==> config.mk <==
export PLATFORM = sky130hd
export DESIGN_NAME = rps_divider
export DESIGN_NICKNAME = d
export VERILOG_FILES = /design/src/rtl/core/rps_pkg.sv /design/src/rtl/core/rps_divider.sv
export SDC_FILE = /design/constraint.sdc
export NUM_CORES = 1
export LEC_CHECK = 0
export BUFFER_PORTS_ARGS = -buffer_cell sky130_fd_sc_hd__clkbuf_2
export CAP_MARGIN = 20
export CELL_PAD_IN_SITES_DETAIL_PLACEMENT = 0
export CELL_PAD_IN_SITES_GLOBAL_PLACEMENT = 1
export CORE_ASPECT_RATIO = 2
export CORE_UTILIZATION = 25
export DETAILED_ROUTE_END_ITERATION = 12
export PLACE_DENSITY_LB_ADDON = 0.1
export SYNTH_ARGS = -nofsm -noshare
export SYNTH_HDL_FRONTEND = slang
export SYNTH_SLANG_ARGS = --single-unit
==> constraint.sdc <==
create_clock -name clk -period 12.35 [get_ports clk]
set_input_delay 1.235 -clock clk [delete_from_list [all_inputs] [get_ports clk]]
set_output_delay 1.235 -clock clk [all_outputs]
set_load 0.02 [all_outputs]
==> src/rtl/core/rps_pkg.sv <==
`default_nettype none

package rps_pkg;

  // Width of one random word and of the bound register.
  localparam int WORD_W  = 64;
  localparam int BOUND_W = 11;
  localparam int POS_W   = 10;

  // Configuration port.
  localparam int CFG_DATA_W = 32;
  localparam int CFG_ADDR_W = 3;
  localparam logic [0:0] REG_SIZE_IN_USE = 1'b0;
  localparam logic [BOUND_W-1:0] SIZE_RESET = 11'd1024;

  localparam int DEFAULT_MAX_SIZE = 1024;

  typedef enum logic [3:0] {
    ST_CLEAR,
    ST_IDLE,
    ST_SINGLE,
    ST_SCRUB_RD,
    ST_SCRUB_WR,
    ST_DIV,
    ST_RD_A,
    ST_RD_B,
    ST_WR_A,
    ST_WR_B,
    ST_RD_Z,
    ST_EMIT1,
    ST_EMIT2
  } rps_state_t;

  // One command to the permutation store per cycle.
  typedef struct packed {
    logic rd;
    logic wr;
    logic scrub_rd;
    logic scrub_wr;
    logic new_epoch;
  } rps_mem_op_t;

endpackage

`default_nettype wire

==> src/rtl/core/rps_divider.sv <==
`default_nettype none

// Two radix-2 remainder lanes sharing one bit counter: lane A reduces the
// random word, lane B reduces 2^64 - d, both modulo d.
module rps_divider (
  input  wire logic                        clk,
  input  wire logic                        rst_n,
  input  wire logic                        start,
  input  wire logic [rps_pkg::WORD_W-1:0]  dividend,
  input  wire logic [rps_pkg::BOUND_W-1:0] divisor,
  output logic                             busy,
  output logic [rps_pkg::BOUND_W-1:0]      rem_word,
  output logic [rps_pkg::BOUND_W-1:0]      rem_limit
);

  localparam int CNT_W = $clog2(rps_pkg::WORD_W);
  localparam logic [CNT_W-1:0] CNT_LAST = CNT_W'(rps_pkg::WORD_W - 1);

  logic [rps_pkg::WORD_W-1:0]  dvd_a_r;
  logic [rps_pkg::WORD_W-1:0]  dvd_b_r;
  logic [rps_pkg::BOUND_W-1:0] rem_a_r;
  logic [rps_pkg::BOUND_W-1:0] rem_b_r;
  logic [rps_pkg::BOUND_W-1:0] div_r;
  logic [CNT_W-1:0]            cnt_r;
  logic                        busy_r;

  // One restoring step: the remainder stays below the divisor.
  function automatic logic [rps_pkg::BOUND_W-1:0] mod_step(
    input logic [rps_pkg::BOUND_W-1:0] rem,
    input logic                        bit_in,
    input logic [rps_pkg::BOUND_W-1:0] d
  );
    logic [rps_pkg::BOUND_W:0] trial;
    trial = {rem, bit_in};
    if (trial >= {1'b0, d}) begin
      trial = trial - {1'b0, d};
    end
    return trial[rps_pkg::BOUND_W-1:0];
  endfunction

  always_ff @(posedge clk) begin
    if (!rst_n) begin
      busy_r <= 1'b0;
      cnt_r  <= '0;
    end else if (start) begin
      busy_r <= 1'b1;
      cnt_r  <= '0;
    end else if (busy_r) begin
      cnt_r <= cnt_r + CNT_W'(1);
      if (cnt_r == CNT_LAST) begin
        busy_r <= 1'b0;
      end
    end
  end

  always_ff @(posedge clk) begin
    if (start) begin
      dvd_a_r <= dividend;
      dvd_b_r <= '0 - rps_pkg::WORD_W'(divisor);
      rem_a_r <= '0;
      rem_b_r <= '0;
      div_r   <= divisor;
    end else if (busy_r) begin
      rem_a_r <= mod_step(rem_a_r, dvd_a_r[rps_pkg::WORD_W-1], div_r);
      rem_b_r <= mod_step(rem_b_r, dvd_b_r[rps_pkg::WORD_W-1], div_r);
      dvd_a_r <= {dvd_a_r[rps_pkg::WORD_W-2:0], 1'b0};
      dvd_b_r <= {dvd_b_r[rps_pkg::WORD_W-2:0], 1'b0};
    end
  end

  assign busy      = busy_r;
  assign rem_word  = rem_a_r;
  assign rem_limit = rem_b_r;

endmodule

`default_nettype wire

==> results.py, run 1 <==
metrics = {
    "outcome": {
        "status": "completed",
    },
    "power_and_ir_drop": {
        "comb_power_share": 0.126,
        "p_seq_frac": 0.482,
        "total_power_mw": 1.43,
        "irDropWorstVdd_mv": 0.100,
        "power-per-cell-area_nw_per_um2": 148,
        "p_clk_frac": 0.392,
        "p_leak_nw": 3.86,
        "p_int_mw": 1.07,
        "swShare": 0.254,
        "p_sw_uw": 364,
    },
    "clock_tree": {
        "clockBufferDepth": 2,
        "post_cts.resized_instances": 0,
        "cts_sinks": 168,
        "cts_setup_buffers": 0,
        "numCtsBuffers": 17,
        "cts-root-buf": "clkbuf_16",
        "htree_levels": 4,
        "tritoncts": "yes",
        "cts_hold_buf": 0,
        "clkSlewWorstSetupHoldPaths_ns": 0.07,
        "insertion_delay_ns": 0.43,
    },
    "finish": {
        "n_fill_cell": 3318,
        "area_growth_pct": 19.2,
        "num_antenna_cells": 0,
        "stdcell_area_um2": 9710,
        "nNetsFinal": 870,
        "final_layout_size_suffix_gt1_frac": 0.285,
    },
    "timing": {
        "worst_pin_slew_ns": 0.922,
        "final_hold_viol_count": 0,
        "maxSlewHeadroom": 0.385,
        "fin_crit_ns": 3.28,
        "rsz0062_at_grt": "no",
        "max_freq_mhz": 305,
        "tns_ns": 0,
        "setup_viol": 0,
        "skew_ns": 0.00694,
        "drv_slew": 0,
        "timing.final.crit_share": 0.266,
    },
    "global_routing": {
        "grt_use_total": 0.130,
        "grt_start_max_net_pins": 78,
        "overflow": 0,
        "grt_pass1_vias": 5775,
        "antenna_found_initial": 0,
        "grt_pass1_wl_um": 32000,
    },
    "logic_synthesis": {
        "avgSynthCellArea_um2": 12.2,
        "synth_cell_types": 58,
        "syn_nets": 774,
        "ys.flop_type": "edfxtp_1",
        "yosysWarnings": 0,
        "netlist_instances": 670,
        "ys_ff_latch": 168,
        "synth.area.top_cells": "edfxtp_1 51%, mux2_2 10%, dfxtp_1 7.1%, o21ai_0 4.8%, ha_1 3.7%",
        "synth_area_um2": 8140,
        "synth_edf_count": 139,
        "synthArstFlopShare": 0,
        "synth_top_area_cell": "edfxtp_1",
        "ys_seq_area_frac": 0.584,
        "synth_top_cell_area_share": 0.513,
    },
    "routing": {
        "vias": 5400,
        "drt_iter0_drc": 249,
        "wl_per_cell_um": 16.9,
        "dr.pass1.iters": 4,
        "drc": 0,
        "totalWireLength_um": 20400,
        "drt-vias-per-instance": 4.48,
        "drtAntennaViolNets": 0,
    },
    "floorplanning": {
        "placementRows": 93,
        "core_area_um2": 32100,
        "die_area_um2": 33300,
        "ios": 101,
        "die_w_um": 130,
        "dieHeight_um": 257,
        "start_util": 0.254,
    },
    "critical_path": {
        "path_cells": "ha_1, fa_1, nand2b_1, a21oi_1, o21a_1, or2_1, o21ai_0, a211oi_1",
        "start_kind": "flop",
        "cp-end-kind": "flop",
        "r2r_start": "div_r[0]$_DFFE_PP_",
        "worstSetupPathType": "flop to flop",
        "critPathMaxFanout": 14,
        "cp_slowest_cell": "or2_1",
        "critPathMaxStageDelay_ns": 0.56,
        "worstPathArrival_ns": 3.63,
        "startpoint": "div_r[0]$_DFFE_PP_",
        "required_ns": 12.70,
    },
    "placed_design": {
        "gp_congestion": 0.794,
        "dpl.hpwl_um": 14400,
        "io_buffers": 100,
        "place_area_um2": 9110,
    },
    "hold_path": {
        "hp-start": "rem_limit[3]$_SDFFE_PP0P_",
        "hold_class": "flop to flop",
    },
    "job": {
        "cap_violations": 0,
    },
}
## worst paths after layout
check	end	slack, ns	depth (start not counted)
max	rem_limit[6]$_SDFFE_PP0P_	9.07	8
min	rem_limit[3]$_SDFFE_PP0P_	0.50	2
max reg2reg	rem_limit[6]$_SDFFE_PP0P_	9.07	8
min reg2reg	rem_limit[3]$_SDFFE_PP0P_	0.50	2
## worst max-delay path: cells and delay by family (launching register included)
kind                     cells  cell delay, ns
AND/OR/NAND/NOR              2            0.72
AO/OA/AOI/OAI                4            1.32
adder cells (fa/ha/maj)      2            0.67
flip-flops                   1            0.48
## stage by stage
stage,setup slack [ns],cells,hold WS (ns),utilization
after detailed placement,8.74,1174,0.498,0.284
after CTS,8.92,1206,0.509,0.302
after floorplan,7.59,670,0.454,-
after global routing,8.85,1206,0.532,0.302
after global placement,8.82,1174,0.466,0.284
final,9.07,1206,0.505,0.302
## power groups by stage
| stage | logic [mW] | clock network, mW | registers (mW) |
|---|---|---|---|
| floorplan | 0.122 | 0 | 0.702 |
| global placement | 0.181 | 0 | 0.704 |
| detailed placement | 0.184 | 0 | 0.704 |
| CTS | 0.185 | 0.587 | 0.692 |
| global route | 0.203 | 0.602 | 0.696 |
| finish | 0.181 | 0.562 | 0.690 |
## per-layer routing
layer	up-vias	wire length, um	GRT usage
li1	2617	-	-
met5	-	0	0
met3	26	723	0.0316
met1	2642	7640	0.136
met2	115	11300	0.235
met4	0	781	0.0630
## registers in the layout, summed over array words and instances, names as in the netlist
register and flops:
dvd_b_r 64, rem_word 11, cnt_r 6, dvd_a_r 64, div_r 11, rem_limit 11, busy 1
## final cells by class
class                      instances  area [um2]  share of cell area
inverter                          76         288              0.0296
clock buffer                      19         433              0.0446
clock inverter                    13         166              0.0171
sequential                       168        4750               0.490
tap                              427         534              0.0550
multi-input combinational        396        2980               0.307
timing repair buffer             107         556              0.0572
## layout by cell type (no fill, tap or decap), types with 4 or more instances in the layout
cell type  netlist  routed
o21ai_0         78      78
a22o_1           5       5
nand2b_1         9       9
clkbuf_2         0      99
o21a_1           8       8
dfxtp_1         29      29
nand4_1          5       5
clkbuf_16        0      17
mux2_2          75      75
xnor2_1         14      14
buf_4            0       8
nor3_1          11      11
or3_1            5       5
inv_6            0       4
edfxtp_1       139     139
xor2_1           7       7
mux2i_1          8       8
o22ai_1          4       4
inv_1           76      75
nand2_1         28      28
a21oi_1         21      21
o211ai_1         5       5
ha_1            24      24
nor2b_1          5       5
nor2_1          33      33
## synthesized netlist by cell type, drive strengths merged, types with 2 or more instances
cell type  instances
edfxtp           139
o21ai             82
inv               76
mux2              76
nor2              33
dfxtp             29
nand2             28
ha                24
a21oi             22
clkbuf            21
xnor2             14
nor3              11
nand2b            10
buf                9
mux2i              8
o21a               8
xor2               7
or3                6
a22o               5
nand4              5
nor2b              5
o211ai             5
o22ai              4
and2               3
and3               3
nand3              3
nor3b              3
o31ai              3
a211o              2
a211oi             2
a311oi             2
a41oi              2
fa                 2
nand3b             2
nand4b             2
o31a               2
## logic make-up (layout without fill, tap and decap cells)
logic type                 count (synthesis)  count (layout)  share of synthesized area
DFF                                      168             168                      0.584
AOI/OAI and AO/OA                        146             146                      0.110
and+or+nand+nor                          119             119                     0.0742
buffers and inverters                    106             215                     0.0518
muxes                                     84              84                      0.115
adders and majority gates                 26              26                     0.0418
xor gates and xnor gates                  21              21                     0.0226
No activity file was read; power rests on OpenSTA's default activity.
==> run 2, diff against run 1 <==
==> constraint.sdc (replaced) <==
create_clock -name clk -period 2.7 [get_ports clk]
set_input_delay 0.27 -clock clk [delete_from_list [all_inputs] [get_ports clk]]
set_output_delay 0.27 -clock clk [all_outputs]
set_load 0.02 [all_outputs]
==> run 2 against run 1 <==
  * Sequential power grew to 4.6 times the previous value
  * Via count about the same
  * Critical path type unchanged
  * Critical endpoint is now rem_word[6]$_SDFFE_PP0P_
  * Worst hold slack got worse by 0.46 ns
  * Critical path depth rose by 1
==> results.py, run 2 (synthesis results as in run 1) <==
metrics = {
    "timing": {
        "setup_viol": 0,
        "max_freq_mhz": 385,
        "rsz0062_at_grt": "no",
        "skew_ns": 0.0110,
        "maxSlewHeadroom": 0.451,
        "drv_slew": 0,
        "timing.final.crit_share": 0.961,
        "worst_pin_slew_ns": 0.824,
        "fin_crit_ns": 2.59,
        "final_hold_viol_count": 0,
    },
    "outcome": {
        "status": "completed",
    },
    "floorplanning": {
        "die_area_um2": 33300,
        "die_w_um": 130,
        "ios": 101,
        "core_area_um2": 32100,
        "start_util": 0.254,
        "placementRows": 93,
        "dieHeight_um": 257,
    },
    "clock_tree": {
        "htree_levels": 4,
        "tritoncts": "yes",
        "cts-root-buf": "clkbuf_16",
        "numCtsBuffers": 17,
        "cts_hold_buf": 0,
        "clkSlewWorstSetupHoldPaths_ns": 0.07,
        "cts_sinks": 168,
        "clockBufferDepth": 2,
        "insertion_delay_ns": 0.44,
    },
    "routing": {
        "vias": 5401,
        "dr.pass1.iters": 4,
        "drc": 0,
        "wl_per_cell_um": 16.4,
        "drt_iter0_drc": 231,
        "wl_met3_um": 817,
        "drtAntennaViolNets": 0,
        "drt-vias-per-instance": 4.43,
        "met1_length_um": 7320,
        "top_layer_used": "met4",
        "totalWireLength_um": 20000,
        "wl_met2_um": 10900,
    },
    "critical_path": {
        "required_ns": 3.05,
        "r2r_start": "dvd_a_r[63]$_DFFE_PP_",
        "r2r_setup_slack_ns": 0.11,
        "critPathMaxFanout": 7,
        "cp_slowest_cell": "fa_1",
        "cp-end-kind": "flop",
        "critPathMaxStageDelay_ns": 0.39,
        "reg2reg_depth": 9,
        "path_cells": "inv_1, ha_1, fa_1, nand2b_2, o2bb2ai_2, a211o_1, and2_1, or3b_1, a311oi_2",
        "worstPathArrival_ns": 2.95,
        "r2r_end": "rem_word[6]$_SDFFE_PP0P_",
        "worstSetupPathType": "flop to flop",
        "start_kind": "flop",
    },
    "hold_path": {
        "hp-start": "divisor[1]",
        "hold_class": "input pin to flop",
        "hold_depth": 1,
        "hold_end": "div_r[1]$_DFFE_PP_",
    },
    "power_and_ir_drop": {
        "p_leak_nw": 3.95,
        "irDropWorstVdd_mv": 0.471,
        "power-per-cell-area_nw_per_um2": 665,
    },
    "global_routing": {
        "overflow": 0,
        "antenna_found_initial": 1,
        "grt_pass1_vias": 5922,
        "grt_start_max_net_pins": 131,
        "grt_pass1_wl_um": 32100,
        "grt_use_total": 0.130,
    },
    "job": {
        "cap_violations": 0,
    },
    "finish": {
        "n_fill_cell": 3395,
        "fin_cells": 1220,
        "final_common_cell": "edfxtp_1",
        "layout_common_cells": "139 x edfxtp_1, 99 x clkbuf_2, 78 x o21ai_0",
        "area_growth_pct": 21.4,
        "final_layout_size_suffix_gt1_frac": 0.306,
        "reg_top3": "dvd_a_r (64), dvd_b_r (64)",
        "nNetsFinal": 883,
        "final_core_util": 0.308,
    },
    "placed_design": {
        "dpl.hpwl_um": 14000,
        "gp_congestion": 0.835,
        "io_buffers": 100,
        "dp.cells": 1186,
    },
}
==> run 2: cell count changes in the layout (fill, tap and decap cells not counted), moves of 2 or more <==
cell,change
buf_4,+9
clkbuf_1,-2
clkinv_2,+3
buf_12,+4
==> run 2: cell type report <==
cell class / count / area [um2] / share of cell area
timing repair buffer: 120 / 703 / 0.0711
multi-input combinational: 396 / 3000 / 0.304
inverter: 76 / 289 / 0.0292
tap: 427 / 534 / 0.0541
clock buffer: 17 / 425 / 0.0430
antenna: 1 / 2.50 / 0.000253
sequential: 168 / 4760 / 0.481
clock inverter: 15 / 174 / 0.0176
==> run 2: worst max-delay path by stage <==
| stage | start | end | slack, ns | depth (start not counted) |
|---|---|---|---|---|
| final | dvd_a_r[63]$_DFFE_PP_ | rem_word[6]$_SDFFE_PP0P_ | 0.11 | 9 |
| after CTS | div_r[0]$_DFFE_PP_ | rem_limit[5]$_SDFFE_PP0P_ | 0.04 | 10 |
| after floorplan | busy$_SDFF_PN0_ | dvd_a_r[0]$_SDFFCE_PN0P_ | -0.30 | 3 |
| after global routing | div_r[0]$_DFFE_PP_ | rem_limit[0]$_SDFFE_PP0P_ | 0.003 | 9 |
| after detailed placement | div_r[0]$_DFFE_PP_ | rem_word[6]$_SDFFE_PP0P_ | 0.01 | 8 |
| after global placement | div_r[0]$_DFFE_PP_ | rem_word[6]$_SDFFE_PP0P_ | 0.05 | 8 |
==> run 2: power by group <==
group / leakage, nW / internal, mW / switching, mW
Sequential: 1.60 / 3.07 / 0.0783
Combinational: 2.05 / 0.386 / 0.486
Clock: 0.297 / 1.46 / 1.09
==> run 2: timing repair <==
item / in CTS / in global routing
resized for setup: 0 / 3
setup buffers: 1 / 0
endpoints found under the setup margin: 1 / 12
pin swaps: 1 / 1
gates cloned: 0 / 0
==> run 2: critical path: cells and delay by family, from the launching register on <==
kind / cells / cell delay [ns]
compound gates: 3 / 0.73
flops: 1 / 0.35
fa+ha+maj: 2 / 0.60
buf+inv: 1 / 0.05
simple gates: 3 / 0.78
==> run 2: layer usage <==
layer / up-vias / GRT usage
met3: 39 / 0.0318
li1: 2638 / -
met2: 131 / 0.235
met5: - / 0
met4: 0 / 0.0788
met1: 2593 / 0.131
==> run 2: per-stage QoR <==
stage / hold slack, ns / setup slack, ns / power (mW) / cell area [um2] / TNS (ns)
5_1_grt: 0.0230 / 0.00285 / 6.89 / 9880 / 0
4_1_cts: 0.0137 / 0.0410 / 6.70 / 9870 / 0
3_3_place_gp: 0.464 / 0.0465 / 4.09 / 9260 / 0
6_report: 0.0468 / 0.106 / 6.57 / 9880 / 0
3_5_place_dp: 0.486 / 0.0146 / 4.10 / 9260 / 0
2_1_floorplan: 0.369 / -0.299 / 3.77 / 8170 / -38.77
==> run 3, diff against run 2 <==
--- a/config.mk
+++ b/config.mk
@@ -10,6 +10,7 @@
 export CELL_PAD_IN_SITES_DETAIL_PLACEMENT = 0
 export CELL_PAD_IN_SITES_GLOBAL_PLACEMENT = 1
 export CORE_ASPECT_RATIO = 2
+export CORE_MARGIN = 2
 export CORE_UTILIZATION = 25
 export DETAILED_ROUTE_END_ITERATION = 12
 export PLACE_DENSITY_LB_ADDON = 0.1
==> run 3 against run 2 <==
  * Sequential cell count unchanged
  * Critical path depth unchanged
  * Wire length up 0.25%
  * Critical endpoint unchanged
  * Non-clock buffer count up 7
  * Cell count up 0.49%
  * Utilization up 0.18 points
  * Sequential share of layout area down 0.28 points
  * Combinational power about the same
  * Clock power up 5%
==> results.py, run 3 (synthesis results as in run 1) <==
metrics = {
    "routing": {
        "vias": 5436,
        "drt_iter0_drc": 194,
        "met1_length_um": 7560,
        "wl_per_cell_um": 16.3,
        "wl_met2_um": 10700,
        "totalWireLength_um": 20000,
        "drc": 0,
        "drtAntennaViolNets": 0,
        "wl_met3_um": 776,
        "top_layer_used": "met5",
        "dr.pass1.iters": 5,
        "drt-vias-per-instance": 4.43,
    },
    "critical_path": {
        "critPathMaxStageDelay_ns": 0.39,
        "path_cells": "inv_1, ha_1, fa_2, nand2b_2, o2bb2ai_2, a211o_4, and2_1, or3b_1, a311oi_2",
        "critPathMaxFanout": 7,
        "r2r_start": "dvd_a_r[63]$_DFFE_PP_",
        "reg2reg_depth": 9,
        "start_kind": "flop",
        "cp_top_family": "simple AND/OR/NAND/NOR gates",
        "required_ns": 3.05,
        "startpoint": "dvd_a_r[63]$_DFFE_PP_",
        "r2r_setup_slack_ns": 0.14,
        "worstPathArrival_ns": 2.91,
        "r2r_end": "rem_word[6]$_SDFFE_PP0P_",
        "cp_slowest_cell": "or3b_1",
        "worst-path-buf-inv": 1,
        "cp-end-kind": "flop",
        "worstSetupPathType": "flop to flop",
    },
    "floorplanning": {
        "start_util": 0.254,
        "dieHeight_um": 259,
        "core_area_um2": 32100,
        "ios": 101,
        "die_w_um": 132,
        "die_area_um2": 34100,
        "placementRows": 93,
    },
    "global_routing": {
        "overflow": 0,
        "grt_pass1_wl_um": 31900,
        "grt_start_max_net_pins": 131,
        "antenna_found_initial": 1,
        "grt_pass1_vias": 5784,
        "grt_use_total": 0.123,
    },
    "outcome": {
        "status": "completed",
    },
    "clock_tree": {
        "insertion_delay_ns": 0.43,
        "cts_hold_buf": 0,
        "cts-root-buf": "clkbuf_16",
        "clkSlewWorstSetupHoldPaths_ns": 0.07,
        "cts_sinks": 168,
        "tritoncts": "yes",
        "numCtsBuffers": 17,
        "clockBufferDepth": 2,
        "htree_levels": 4,
    },
    "finish": {
        "final_core_util": 0.310,
        "final_common_cell": "edfxtp_1",
        "reg_top3": "dvd_a_r (64), dvd_b_r (64)",
        "final_layout_size_suffix_gt1_frac": 0.312,
        "num_antenna_cells": 0,
        "stdcell_area_um2": 9940,
        "nNetsFinal": 890,
        "layout_common_cells": "139 x edfxtp_1, 99 x clkbuf_2, 78 x o21ai_0",
        "area_growth_pct": 22.1,
    },
    "job": {
        "cap_violations": 0,
    },
    "timing": {
        "skew_ns": 0.00791,
        "rsz0062_at_grt": "no",
        "setup_viol": 0,
        "drv_slew": 0,
        "timing.final.crit_share": 0.948,
        "worst_pin_slew_ns": 0.862,
        "final_hold_viol_count": 0,
        "maxSlewHeadroom": 0.426,
        "max_freq_mhz": 391,
        "tns_ns": 0,
        "fin_crit_ns": 2.56,
        "setup_slack_ns": 0.140,
    },
    "power_and_ir_drop": {
        "total_power_mw": 6.70,
        "p_leak_nw": 3.99,
        "power-per-cell-area_nw_per_um2": 674,
        "irDropWorstVdd_mv": 0.436,
    },
    "hold_path": {
        "hold_class": "input pin to flop",
        "hold_depth": 1,
        "hold_end": "div_r[1]$_DFFE_PP_",
        "hp-start": "divisor[1]",
    },
    "placed_design": {
        "dp_slack_ns": -0.0286,
        "place_area_um2": 9290,
        "io_buffers": 100,
        "gp_congestion": 0.832,
        "dpl.hpwl_um": 14200,
    },
}
run 3: changes by cell type in the layout (fill, tap and decap cells not counted), sizes merged:
cell / change
clkinvlp: +2
buf: +7
inv: +3
diode: -1
clkinv: -6
bufinv: +1
run 3: final cells by class:
type / instances / area [um2]
fillers: 3357 / 22200
flip-flops and latches: 168 / 4760
multi-input cells: 396 / 3000
repair buffers: 127 / 731
well taps: 427 / 534
clock buffers: 17 / 425
inverters: 76 / 289
clock inverters: 15 / 210
run 3: power by group:
group          total [mW]  internal (mW)  leakage, nW  switching [mW]
Sequential           3.15           3.07         1.60          0.0757
Clock                2.69           1.57        0.306            1.12
Combinational       0.870          0.383         2.08           0.487
Total                6.70           5.03         3.99            1.68
run 3: what timing repair did:
| item | 4_1_cts | 5_1_grt |
|---|---|---|
| setup buffers | 1 | 0 |
| gates cloned | 0 | 0 |
| endpoints found under the setup margin | 1 | 1 |
| gates resized for setup | 0 | 2 |
run 3: per-layer routing:
metal | global-route usage | vias up
li1 | - | 2643
met4 | 0.0716 | 2
met3 | 0.0316 | 45
met5 | 0 | -
met1 | 0.128 | 2604
met2 | 0.222 | 142
run 3: metrics by stage:
| stage | hold WS, ns | cells |
|---|---|---|
| after floorplan | 0.369 | 670 |
| after global placement | 0.463 | 1193 |
| after detailed placement | 0.491 | 1193 |
| after CTS | 0.0234 | 1226 |
| after global routing | 0.0289 | 1226 |
| final | 0.0603 | 1226 |
run 3: worst max path at each step:
stage	endpoint	cells past startpoint
finish	rem_word[6]$_SDFFE_PP0P_	9
global route	rem_word[6]$_SDFFE_PP0P_	9
CTS	rem_word[6]$_SDFFE_PP0P_	9
detailed placement	rem_word[6]$_SDFFE_PP0P_	8
global placement	rem_word[6]$_SDFFE_PP0P_	8
floorplan	dvd_a_r[0]$_SDFFCE_PN0P_	3
